<file path="src/hw/rtl/bdhe_pkg.sv">
package bdhe_pkg;

  // Number of buttons that keep a phase counter.
  localparam int NUM_BUTTONS = 64;
  localparam int IDX_W       = $clog2(NUM_BUTTONS);

  // Counter and configuration widths.
  localparam int CNT_W = 18;
  localparam int DB_W  = 10;
  localparam int HD_W  = 16;

  // Reset values of the configuration registers.
  localparam logic [DB_W-1:0] DEBOUNCE_RESET = DB_W'(10);
  localparam logic [HD_W-1:0] HOLD_RESET     = HD_W'(300);

  // Configuration register indexes.
  localparam logic CFG_DEBOUNCE = 1'b0;
  localparam logic CFG_HOLD     = 1'b1;

  // Edge modes of a button mapping.
  localparam logic [2:0] EDGE_RELEASE  = 3'd0;
  localparam logic [2:0] EDGE_PRESS    = 3'd1;
  localparam logic [2:0] EDGE_HOLD     = 3'd2;
  localparam logic [2:0] EDGE_SH_PRESS = 3'd3;
  localparam logic [2:0] EDGE_SH_HOLD  = 3'd4;

  // Event kinds.
  localparam logic [1:0] KIND_PRESS   = 2'd0;
  localparam logic [1:0] KIND_HOLD    = 2'd1;
  localparam logic [1:0] KIND_RELEASE = 2'd2;

  typedef logic signed [CNT_W-1:0] cnt_t;

  // Listed from the highest bit down, so the struct matches in_tdata[11:6].
  typedef struct packed {
    logic       shift_active;
    logic       repeat_on_hold;
    logic [2:0] edge_mode;
    logic       pressed;
  } sample_t;

  typedef struct packed {
    logic       event_valid;
    logic [1:0] event_kind;
  } event_t;

endpackage

</file>
<file path="src/hw/rtl/bdhe_step.sv">
// Phase update of one button: the phases are tested in a fixed priority order.
module bdhe_step (
  input  bdhe_pkg::cnt_t                  cnt_i,
  input  bdhe_pkg::sample_t               smp_i,
  input  logic [bdhe_pkg::DB_W-1:0]       debounce_i,
  input  logic [bdhe_pkg::HD_W-1:0]       hold_i,
  output bdhe_pkg::cnt_t                  cnt_o,
  output bdhe_pkg::event_t                evt_o
);

  bdhe_pkg::cnt_t db_s;
  bdhe_pkg::cnt_t hd_s;
  bdhe_pkg::cnt_t cnt_inc;
  logic           hold_ok;
  logic           press_ok;
  logic           release_ok;

  assign db_s    = {{(bdhe_pkg::CNT_W - bdhe_pkg::DB_W){1'b0}}, debounce_i};
  assign hd_s    = {{(bdhe_pkg::CNT_W - bdhe_pkg::HD_W){1'b0}}, hold_i};
  assign cnt_inc = cnt_i + bdhe_pkg::cnt_t'(1);

  assign hold_ok  = (!smp_i.shift_active && smp_i.edge_mode == bdhe_pkg::EDGE_HOLD) ||
                    (smp_i.shift_active && smp_i.edge_mode == bdhe_pkg::EDGE_SH_HOLD);
  assign press_ok = (!smp_i.shift_active && smp_i.edge_mode == bdhe_pkg::EDGE_PRESS) ||
                    (smp_i.shift_active && smp_i.edge_mode == bdhe_pkg::EDGE_SH_PRESS);
  assign release_ok = (smp_i.edge_mode == bdhe_pkg::EDGE_RELEASE);

  always_comb begin
    cnt_o             = cnt_i;
    evt_o.event_valid = 1'b0;
    evt_o.event_kind  = bdhe_pkg::KIND_PRESS;
    if (cnt_i == '0) begin
      // Idle: a pressed level starts the press debounce.
      if (smp_i.pressed) begin
        if (press_ok) begin
          evt_o.event_valid = 1'b1;
          evt_o.event_kind  = bdhe_pkg::KIND_PRESS;
        end
        cnt_o = bdhe_pkg::cnt_t'(1);
      end
    end else if (cnt_i > bdhe_pkg::cnt_t'(0) && cnt_i < db_s) begin
      cnt_o = cnt_inc;
    end else if (cnt_i >= db_s && cnt_i < hd_s) begin
      if (!smp_i.pressed) begin
        if (release_ok) begin
          evt_o.event_valid = 1'b1;
          evt_o.event_kind  = bdhe_pkg::KIND_RELEASE;
        end
        cnt_o = -db_s;
      end else begin
        cnt_o = cnt_inc;
      end
    end else if (cnt_i == hd_s) begin
      // Hold is reached whatever the level.
      if (hold_ok) begin
        evt_o.event_valid = 1'b1;
        evt_o.event_kind  = bdhe_pkg::KIND_HOLD;
      end
      cnt_o = cnt_inc;
    end else if (cnt_i > hd_s) begin
      if (smp_i.pressed) begin
        if (smp_i.repeat_on_hold && hold_ok) begin
          evt_o.event_valid = 1'b1;
          evt_o.event_kind  = bdhe_pkg::KIND_HOLD;
        end
      end else begin
        if (release_ok) begin
          evt_o.event_valid = 1'b1;
          evt_o.event_kind  = bdhe_pkg::KIND_RELEASE;
        end
        cnt_o = -db_s;
      end
    end else begin
      // Release debounce counts back up to idle.
      cnt_o = cnt_inc;
    end
  end

endmodule

</file>
<file path="src/hw/rtl/button_debounce_hold_events.sv">
// Button debounce with press, release, hold and hold-repeat events.
//
// The in_ channel takes one sampled level of one button per word, together
// with that button's edge mode, repeat flag and the shift state. Every input
// word yields exactly one output word on the out_ channel, in order, which
// says whether an event fires, of which kind, and for which button.
// The cfg_ channel writes the debounce and hold tick counts; it is always
// ready and should only be used while no word is in flight.
//
// A word is registered in stage one, then in the output register; while the
// receiver does not stall, the block sustains one word per cycle. The
// per-button counters sit in a 64-entry memory with a registered read: a word
// reads its counter in the accept cycle and writes the updated value as it
// moves to the output register; a following word for the same button takes the new value through a bypass.
//
// Reset empties the pipeline, loads the register defaults and marks every
// counter as idle through one valid flag per entry, so no clearing pass is
// needed. When the receiver stalls, the output register holds its word, the
// update stage holds behind it, and in_tready drops only once both are full.
module button_debounce_hold_events (
  input  logic        clk,
  input  logic        rst_n,
  // Input: [5:0] button_index, [6] pressed, [9:7] edge_mode,
  // [10] repeat_on_hold, [11] shift_active, [15:12] zero.
  input  logic        in_tvalid,
  output logic        in_tready,
  input  logic [15:0] in_tdata,
  // Output: [0] event_valid, [2:1] event_kind, [8:3] event_button,
  // [15:9] zero.
  output logic        out_tvalid,
  input  logic        out_tready,
  output logic [15:0] out_tdata,
  // Configuration: index 0 debounce_ticks (data [9:0]), 1 hold_ticks.
  input  logic        cfg_valid,
  output logic        cfg_ready,
  input  logic        cfg_index,
  input  logic [15:0] cfg_data
);

  localparam int NB = bdhe_pkg::NUM_BUTTONS;
  localparam int IW = bdhe_pkg::IDX_W;

  // Configuration registers.
  logic [bdhe_pkg::DB_W-1:0] debounce_r;
  logic [bdhe_pkg::HD_W-1:0] hold_r;

  assign cfg_ready = 1'b1;

  always_ff @(posedge clk) begin
    if (!rst_n) begin
      debounce_r <= bdhe_pkg::DEBOUNCE_RESET;
      hold_r     <= bdhe_pkg::HOLD_RESET;
    end else if (cfg_valid && cfg_ready) begin
      unique case (cfg_index)
        bdhe_pkg::CFG_DEBOUNCE: debounce_r <= cfg_data[bdhe_pkg::DB_W-1:0];
        bdhe_pkg::CFG_HOLD:     hold_r     <= cfg_data[bdhe_pkg::HD_W-1:0];
        default:                ;
      endcase
    end
  end

  // Input word fields.
  logic [IW-1:0]     in_idx;
  bdhe_pkg::sample_t in_smp;

  assign in_idx = in_tdata[IW-1:0];
  assign in_smp = in_tdata[11:6];

  // Pipeline control. Stage one holds the word whose counter was read.
  logic s1_valid_r;
  logic out_valid_r;
  logic adv;
  logic in_acc;
  logic wr_en;

  assign adv       = !out_valid_r || out_tready;
  assign in_tready = !s1_valid_r || adv;
  assign in_acc    = in_tvalid && in_tready;
  assign wr_en     = s1_valid_r && adv;

  always_ff @(posedge clk) begin
    if (!rst_n) begin
      s1_valid_r  <= 1'b0;
      out_valid_r <= 1'b0;
    end else begin
      if (in_tready) begin
        s1_valid_r <= in_tvalid;
      end
      if (adv) begin
        out_valid_r <= s1_valid_r;
      end
    end
  end

  // Stage one payload.
  logic [IW-1:0]     s1_idx_r;
  bdhe_pkg::sample_t s1_smp_r;

  always_ff @(posedge clk) begin
    if (in_acc) begin
      s1_idx_r <= in_idx;
      s1_smp_r <= in_smp;
    end
  end

  // Counter memory, one entry per button, read in the accept cycle.
  logic [bdhe_pkg::CNT_W-1:0] mem [NB];
  logic [bdhe_pkg::CNT_W-1:0] rd_data_r;
  bdhe_pkg::cnt_t             wr_cnt;

  always_ff @(posedge clk) begin
    if (in_acc) begin
      rd_data_r <= mem[in_idx];
    end
    if (wr_en) begin
      mem[s1_idx_r] <= wr_cnt;
    end
  end

  // Entries never written since reset read as idle.
  logic [NB-1:0] vld_r;
  logic          rd_vld_r;

  always_ff @(posedge clk) begin
    if (!rst_n) begin
      vld_r <= '0;
    end else if (wr_en) begin
      vld_r[s1_idx_r] <= 1'b1;
    end
  end

  // Bypass: the memory read sees the old value when the same entry is
  // written at the same edge, so the written value is captured instead.
  logic           fwd_hit_r;
  bdhe_pkg::cnt_t fwd_cnt_r;

  always_ff @(posedge clk) begin
    if (in_acc) begin
      rd_vld_r  <= vld_r[in_idx];
      fwd_hit_r <= wr_en && (s1_idx_r == in_idx);
      fwd_cnt_r <= wr_cnt;
    end
  end

  bdhe_pkg::cnt_t cur_cnt;

  always_comb begin
    if (fwd_hit_r) begin
      cur_cnt = fwd_cnt_r;
    end else if (rd_vld_r) begin
      cur_cnt = rd_data_r;
    end else begin
      cur_cnt = '0;
    end
  end

  bdhe_pkg::event_t s1_evt;

  bdhe_step u_step (
    .cnt_i      (cur_cnt),
    .smp_i      (s1_smp_r),
    .debounce_i (debounce_r),
    .hold_i     (hold_r),
    .cnt_o      (wr_cnt),
    .evt_o      (s1_evt)
  );

  // Output register.
  bdhe_pkg::event_t out_evt_r;
  logic [IW-1:0]    out_idx_r;

  always_ff @(posedge clk) begin
    if (adv && s1_valid_r) begin
      out_evt_r <= s1_evt;
      out_idx_r <= s1_idx_r;
    end
  end

  assign out_tvalid = out_valid_r;
  assign out_tdata  = {7'd0, out_idx_r, out_evt_r.event_kind, out_evt_r.event_valid};

  // Only the three defined event kinds are produced.
  a_kind_legal: assert property (@(posedge clk) disable iff (!rst_n)
    out_valid_r |-> out_evt_r.event_kind != 2'd3)
    else $error("illegal event kind");

  // A word without an event carries kind zero.
  a_quiet_kind: assert property (@(posedge clk) disable iff (!rst_n)
    (out_valid_r && !out_evt_r.event_valid) |-> out_evt_r.event_kind == bdhe_pkg::KIND_PRESS)
    else $error("event kind set without event");

  // A stalled update stage must not write its counter.
  a_no_write_stalled: assert property (@(posedge clk) disable iff (!rst_n)
    (s1_valid_r && out_valid_r && !out_tready) |-> !wr_en)
    else $error("counter written while stalled");

  // A counter write marks its entry as valid.
  a_valid_set: assert property (@(posedge clk) disable iff (!rst_n)
    wr_en |=> vld_r[$past(s1_idx_r)])
    else $error("written entry not marked valid");

  // Reset empties the pipeline.
  a_reset_empty: assert property (@(posedge clk)
    !rst_n |=> (!s1_valid_r && !out_valid_r))
    else $error("pipeline not empty after reset");

endmodule

</file>
<file path="config.mk">
export PLATFORM = sky130hd
export DESIGN_NAME = button_debounce_hold_events
export DESIGN_NICKNAME = d
export VERILOG_FILES = /design/src/hw/rtl/bdhe_pkg.sv /design/src/hw/rtl/bdhe_step.sv /design/src/hw/rtl/button_debounce_hold_events.sv
export SDC_FILE = /design/constraint.sdc
export NUM_CORES = 1
export LEC_CHECK = 0
export BUFFER_PORTS_ARGS = -buffer_cell sky130_fd_sc_hd__buf_4
export CORE_MARGIN = 5
export CORE_UTILIZATION = 57
export DETAILED_ROUTE_END_ITERATION = 16
export PLACE_DENSITY = 0.87
export REMOVE_ABC_BUFFERS = 1
export SYNTH_ARGS = -nofsm -noshare
export SYNTH_HDL_FRONTEND = slang
export SYNTH_HIERARCHICAL = 1
export SYNTH_SLANG_ARGS = --single-unit
</file>
<file path="constraint.sdc">
create_clock -name clk -period 6.77 [get_ports clk]
set_input_delay 0.3385 -clock clk [delete_from_list [all_inputs] [get_ports clk]]
set_output_delay 0.3385 -clock clk [all_outputs]
set_load 0.02 [all_outputs]
</file>
==> results of run 1 <==
[per-stage QoR]
stage | hold WS, ns | setup TNS (ns) | area [sq um] | total power, W
finish | 0.0275 | 0 | 58200 | 0.0185
global route | 0.0434 | 0 | 58200 | 0.0189
CTS | 0.00254 | 0 | 58200 | 0.0184
detailed placement | 0.453 | 0 | 53800 | 0.0113
global placement | 0.441 | 0 | 53800 | 0.0112
floorplan | 0.410 | -3.73 | 50900 | 0.0105
[registers in the layout (all words and copies together) (netlist names)]
name and count:
mem 1152, out_idx_r 6, out_tvalid 1, debounce_r 10, s1_valid_r 1, rd_vld_r 1, s1_idx_r 6, fwd_hit_r 1
s1_smp_r 6, fwd_cnt_r 18, rd_data_r 18, hold_r 16, vld_r 64, out_tdata 3
[layout make-up]
class	count	area (sq um)	share of cell area (%)
Tap cell	1176	1470	2.53
Clock buffer	144	3140	5.40
Sequential cell	1303	38200	65.7
Clock inverter	84	1010	1.74
Timing Repair Buffer	171	1410	2.42
Inverter	34	129	0.221
Antenna cell	1	2.50	0.00430
Multi-Input combinational cell	1191	12800	22.0
[cells by family (layout without fill, tap and decap cells)]
family	count (synthesis)	in the layout	synth area share, %
flops	1303	1303	74.0
simple gates	399	399	3.63
mux	369	369	14.8
compound gates	359	359	4.58
buf+inv	186	433	1.81
fa+ha+maj	29	29	0.702
xor+xnor	27	27	0.458
other cells	2	9	0.0145
[synth_stat cells, drive strengths merged, types with 8 or more instances]
cell	number
ha	29
nand4	9
nand2	132
nor4	8
a31oi	19
nor3	27
buf	86
nor2b	13
o21ai	97
xor2	9
mux4	317
xnor2	18
o22ai	27
a22o	17
nand3	35
a211oi	13
a21oi	56
edfxtp	1211
clkbuf	66
or3	16
o21a	65
a21boi	21
mux2i	45
nor2	119
dfxtp	92
inv	34
[layer usage]
metal	global-route usage [%]	share of wire (%)	vias up
li1	-	-	11200
met1	38.5	32	14600
met2	48.0	48	2854
met3	7.67	14	591
met4	15.0	6.2	10
met5	0	0.047	-
[worst min-delay path by stage]
stage / startpoint / end / cells past startpoint
after floorplan: rst_n / debounce_r[1]$_SDFFE_PN1P_ / 1
after global placement: vld_r[18]$_SDFFE_PN0P_ / vld_r[18]$_SDFFE_PN0P_ / 1
after detailed placement: vld_r[23]$_SDFFE_PN0P_ / vld_r[23]$_SDFFE_PN0P_ / 1
after CTS: cfg_index / debounce_r[9]$_SDFFE_PN0P_ / 4
after global routing: out_tready / out_tvalid$_SDFFE_PN0P_ / 3
final: out_tready / out_tvalid$_SDFFE_PN0P_ / 3
[critical path: stages (launching register included)]
cell      delay [ns]
edfxtp_1        0.68
nor2b_1         0.21
buf_4           0.24
a22o_1          0.43
ha_1            0.33
a21oi_1         0.14
o21ai_0         0.14
a221oi_1        0.43
a21oi_2         0.34
a211oi_2        0.76
o21ai_0         0.32
a31oi_4         1.20
buf_4           0.43
[power groups by stage]
stage	combinational [W]	sequential, W	clock, W
detailed placement	0.00165	0.00966	0
finish	0.00177	0.00950	0.00722
CTS	0.00172	0.00949	0.00723
floorplan	0.000826	0.00970	0
global route	0.00184	0.00949	0.00761
global placement	0.00154	0.00965	0
==> qor.yml, run 1 <==
ff2ff_setup_slack_ns: 0.82
slew_viol_final: 96
clk_pin_slew_ns: 0.07
cts_buffers: 120
mostFrequentLayoutCells: "edfxtp_1, mux4_2, buf_4, nand2_1, clkbuf_16"
syn_area_sq_mm: 0.0517
rsz0062_at_grt: "false"
synth_edf_count: 1211
fill_cells: 5336
crit_end: "mem[16][3]$_DFFE_PP_"
ir_worst_vdd_mv: 0.216
rows: 110
post_cts_buffers: 0
p_clk_share_pct: 39.1
final-setup-viol-count: 0
htree_num_levels: 3
ctsResizeCount: 0
r2r-start: "fwd_hit_r$_DFFE_PP_"
setup_slack_ns: 0.825
drt_iter0_drc: 5439
gp_congestion: 0.855
dp_hpwl_mm: 73.7
post-route-min-period_ns: 5.95
grt_pass1_vias: 29800
post-route-period-util_pct: 87.8
drive_gt1_share_pct: 25.7
clockBufferDepth: 3
fp.dieW_um: 311
r2r_end: "mem[16][3]$_DFFE_PP_"
power.share.sequential_pct: 51.4
grt.total_usage_pct: 29.9
root_buffer: "clkbuf_16"
critPathLaunch: "fwd_hit_r$_DFFE_PP_"
pin_count: 57
synth_area_per_cell_sq_um: 19.3
cts_num_sinks: 1303
place_ws_ns: 1.21
core_area_sq_mm: 0.0900
ys_warn_count: 6
finalHoldViolations: 0
area_growth_pct: 12.6
drtAntennaViolNets: 0
fin_util_pct: 64.7
avgViaCountPerCell: 7.13
clk_latency_ns: 0.74
sw_frac_of_total_pct: 24.3
fin_worst_skew_ns: 0.0652
placed_cells: 3852
synth.top_cell.area_share_pct: 70.4
fmax_mhz: 168
io_buffers: 44
max-cap-violations: 2
tritoncts: "yes"
cp_max_fo: 45
die_area_sq_mm: 0.0968
vias: 29300
final_common_cell: "edfxtp_1"
critPathRequiredTime_ns: 7.28
yosysTopAreaCell: "edfxtp_1"
powerDensity_mw_per_mm2: 318
synthArstFlopShare_pct: 0
start_util_pct: 57.4
worstSetupEndpointType: "register"
crit_arrival_ns: 6.46
layout.cells.non_filler: 4104
cts_hold_buf: 23
wirelength_mm: 145
drt_pass1_iterations: 8
p_switching_w: 0.00449
antenna_found_initial: 6
violations: "capacitance limit, slew limit"
power.internal_w: 0.0140
seq_area_frac_synth_pct: 74.0
combPwrFrac_pct: 9.6
worstMarginPinSlew_ns: 1.53
grt_start_max_net_pins: 124
synth_top_flop_cell: "edfxtp_1"
fp.dieH_um: 311
ys_types: 73
grt_overflow_total: 0
worstRegToRegCells: 12
cp-start-kind: "register"
yosys-top-cells-area: "edfxtp_1, mux4_2, dfxtp_1, nand2_1, o21a_1"
synth-seq-cells: 1303
drc: 0
synth_cells: 2674
nets: 2888
power_leakage_nw: 18.6
wl_per_cell_um: 35.4
hp-class: "in2reg"
critPathKind: "reg2reg"
grt_pass1_wl_mm: 211
slew_headroom_pct: -2.55
status: "finished with violations"
(Power assumes the default switching activity.)
==> inputs of run 2 (changes only) <==
Settings changed: CORE_MARGIN 5 to not set.
==> run 2 against run 1 <==
  * The run still ends with capacitance limit, slew limit left
  * Critical path depth is the same
  * Global-route usage increased by 1.4 points
  * Clock skew fell by 0.036 ns
  * Combinational power is essentially flat
  * Clock power decreased by 6.2%
  * Worst setup slack improved by 0.15 ns
  * Worst hold slack gained 0.018 ns
  * Flip-flop and latch count did not move
  * Power shrank 2.3%
  * Count of clock-buffer cells in the layout decreased by 3
  * Register-to-register slack improved by 0.15 ns
  * Die area fell by 5.1%
  * Critical path type unchanged
==> qor.yml, run 2 (synthesized netlist as in run 1, its figures left out) <==
area_growth_pct: 12.1  # was 12.6%
rsz0062_at_grt: "false"  # unchanged
power_leakage_nw: 18.5  # was 18.6 nW
drt_iter0_drc: 5032  # was 5439
drc: 0  # unchanged
critPathBufInv: 2  # unchanged
dpl-instance-area_sq_mm: 0.0538  # about the same
vias: 28900  # was 29300
powerDensity_mw_per_mm2: 312  # was 318 mW/mm^2
fin_worst_skew_ns: 0.0291  # was 0.0652 ns
mostFrequentLayoutCells: "edfxtp_1, mux4_2, buf_4, nand2_1, clkbuf_16"  # unchanged
worst_path_max_delay_cell: "a31oi_4"  # unchanged
grt_overflow_total: 0  # unchanged
crit_arrival_ns: 6.34  # was 6.46 ns
use_met3_pct: 7.58  # was 7.67%
slew_viol_final: 40  # was 96
clk_latency_ns: 0.73  # was 0.74 ns
critical-path-max-stage-delay_ns: 1.19  # was 1.20 ns
post-route-period-util_pct: 85.5  # was 87.8%
fmax_mhz: 173  # was 168 MHz
start_util_pct: 57.5  # was 57.4%
root_buffer: "clkbuf_16"  # unchanged
tritoncts: "yes"  # unchanged
fp.dieW_um: 303  # was 311 um
htree_num_levels: 3  # unchanged
finalHoldViolations: 0  # unchanged
clockBufferDepth: 3  # unchanged
timing.hold.ws_ns: 0.0458  # was 0.0275 ns
io_buffers: 44  # unchanged
max-cap-violations: 1  # was 2
final_common_cell: "edfxtp_1"  # unchanged
wl_per_cell_um: 34.7  # was 35.4 um
avgViaCountPerCell: 7.09  # was 7.13
post-route-min-period_ns: 5.79  # was 5.95 ns
largest-register: "mem"  # unchanged
grt_pass1_vias: 29100  # was 29800
status: "finished with violations"  # unchanged
wirelength_mm: 142  # was 145 mm
fp.dieH_um: 303  # was 311 um
setup_tns_ns: 0  # unchanged
antenna_found_initial: 3  # was 6
cp-start-kind: "register"  # unchanged
crit_family: "compound AO/OA/AOI/OAI gates"  # unchanged
nets: 2878  # was 2888
gp_congestion: 0.871  # was 0.855
cp_max_fo: 39  # was 45
grt_start_max_net_pins: 93  # was 124
violations: "capacitance limit, slew limit"  # unchanged
die_area_sq_mm: 0.0918  # was 0.0968 sq mm
worstMarginPinSlew_ns: 1.53  # about the same
critPathRequiredTime_ns: 7.32  # was 7.28 ns
grt.total_usage_pct: 31.2  # was 29.9%
top_regs: "mem: 1152 flops, vld_r: 64 flops"  # unchanged
dp_hpwl_mm: 74.6  # was 73.7 mm
grt_pass1_wl_mm: 202  # was 211 mm
stdcell_area_sq_mm: 0.0579  # was 0.0582 sq mm
fin_util_pct: 64.4  # was 64.7%
largest_register_ffs: 1152  # unchanged
worstSetupEndpointType: "register"  # unchanged
cts_buffers: 116  # was 120
pin_count: 57  # unchanged
drive_gt1_share_pct: 24.7  # was 25.7%
ctsResizeCount: 0  # unchanged
hp-class: "in2reg"  # unchanged
final-setup-viol-count: 0  # unchanged
rows: 110  # unchanged
drt_pass1_iterations: 6  # was 8
core_area_sq_mm: 0.0899  # was 0.0900 sq mm
ir_worst_vdd_mv: 0.247  # was 0.216 mV
layout.cells.non_filler: 4083  # was 4104
use_met2_pct: 50.2  # was 48.0%
path_cells: "nor2b_1 -> buf_4 -> a22o_1 -> ha_1 -> nand4_1 -> nor4_2 -> a22oi_1 -> a21oi_2 -> or2_1 -> nand3_1 -> a31oi_4 -> buf_4"  # was nor2b_1 -> buf_4 -> a22o_1 -> ha_1 -> a21oi_1 -> o21ai_0 -> a221oi_1 -> a21oi_2 -> a211oi_2 -> o21ai_0 -> a31oi_4 -> buf_4
critPathKind: "reg2reg"  # unchanged
drtAntennaViolNets: 0  # unchanged
grt_busiest_layer: "met2"  # unchanged
cts_num_sinks: 1303  # unchanged
cpMostUsedCell: "buf_4"
placed_cells: 3845  # was 3852
clk_pin_slew_ns: 0.07  # about the same
grt_use_met1_pct: 40.0  # was 38.5%
antenna_cells: 0  # was 1
fill_cells: 5322  # was 5336
slew_headroom_pct: -2.00  # was -2.55%
[run 2: final cells by class]
| class | count | area, sq um | share of cell area [%] |
|---|---|---|---|
| Sequential cell | 1303 | 38200 | 66.0 |
| Multi-Input combinational cell | 1191 | 12800 | 22.2 |
| Clock buffer | 141 | 3040 | 5.24 |
| Tap cell | 1176 | 1470 | 2.54 |
| Timing Repair Buffer | 165 | 1390 | 2.41 |
| Clock inverter | 73 | 835 | 1.44 |
| Inverter | 34 | 129 | 0.223 |
[run 2: final timing paths]
check	start	to	slack [ns]	depth (start not counted)
min	cfg_index	debounce_r[7]$_SDFFE_PN0P_	0.05	4
min reg2reg	vld_r[14]$_SDFFE_PN0P_	vld_r[14]$_SDFFE_PN0P_	0.47	1
max reg2reg	fwd_hit_r$_DFFE_PP_	mem[18][0]$_DFFE_PP_	0.98	12
max	fwd_hit_r$_DFFE_PP_	mem[18][0]$_DFFE_PP_	0.98	12
[run 2: worst min-delay path: stages]
cell	delay (ns)
buf_4	0.10
nor2b_1	0.12
nand2_1	0.10
a21boi_0	0.06
[run 2: where the power goes]
part           switching [W]  internal, W  total, W
Clock                0.00302      0.00376   0.00677
Sequential         0.0000382      0.00945   0.00949
Combinational        0.00134     0.000448   0.00179
[run 2: what timing repair did]
action / in CTS / in global routing
buffers inserted: 0 / 0
hold buffers: 23 / 0
hold endpoints to repair: 33 / 0
[run 2: per-stage QoR]
| stage | total power (W) | worst slack [ns] |
|---|---|---|
| 3_5_place_dp | 0.0113 | 1.16 |
| 5_1_grt | 0.0184 | 0.827 |
| 3_3_place_gp | 0.0112 | 1.43 |
| 4_1_cts | 0.0180 | 1.11 |
| 2_1_floorplan | 0.0105 | -0.0287 |
| 6_report | 0.0181 | 0.979 |
[run 2: layer usage]
layer / wire length [um] / part of all wire [%]
met1: 46300 / 33
met2: 67900 / 48
met3: 18700 / 13
met4: 8750 / 6.2
met5: 58 / 0.041
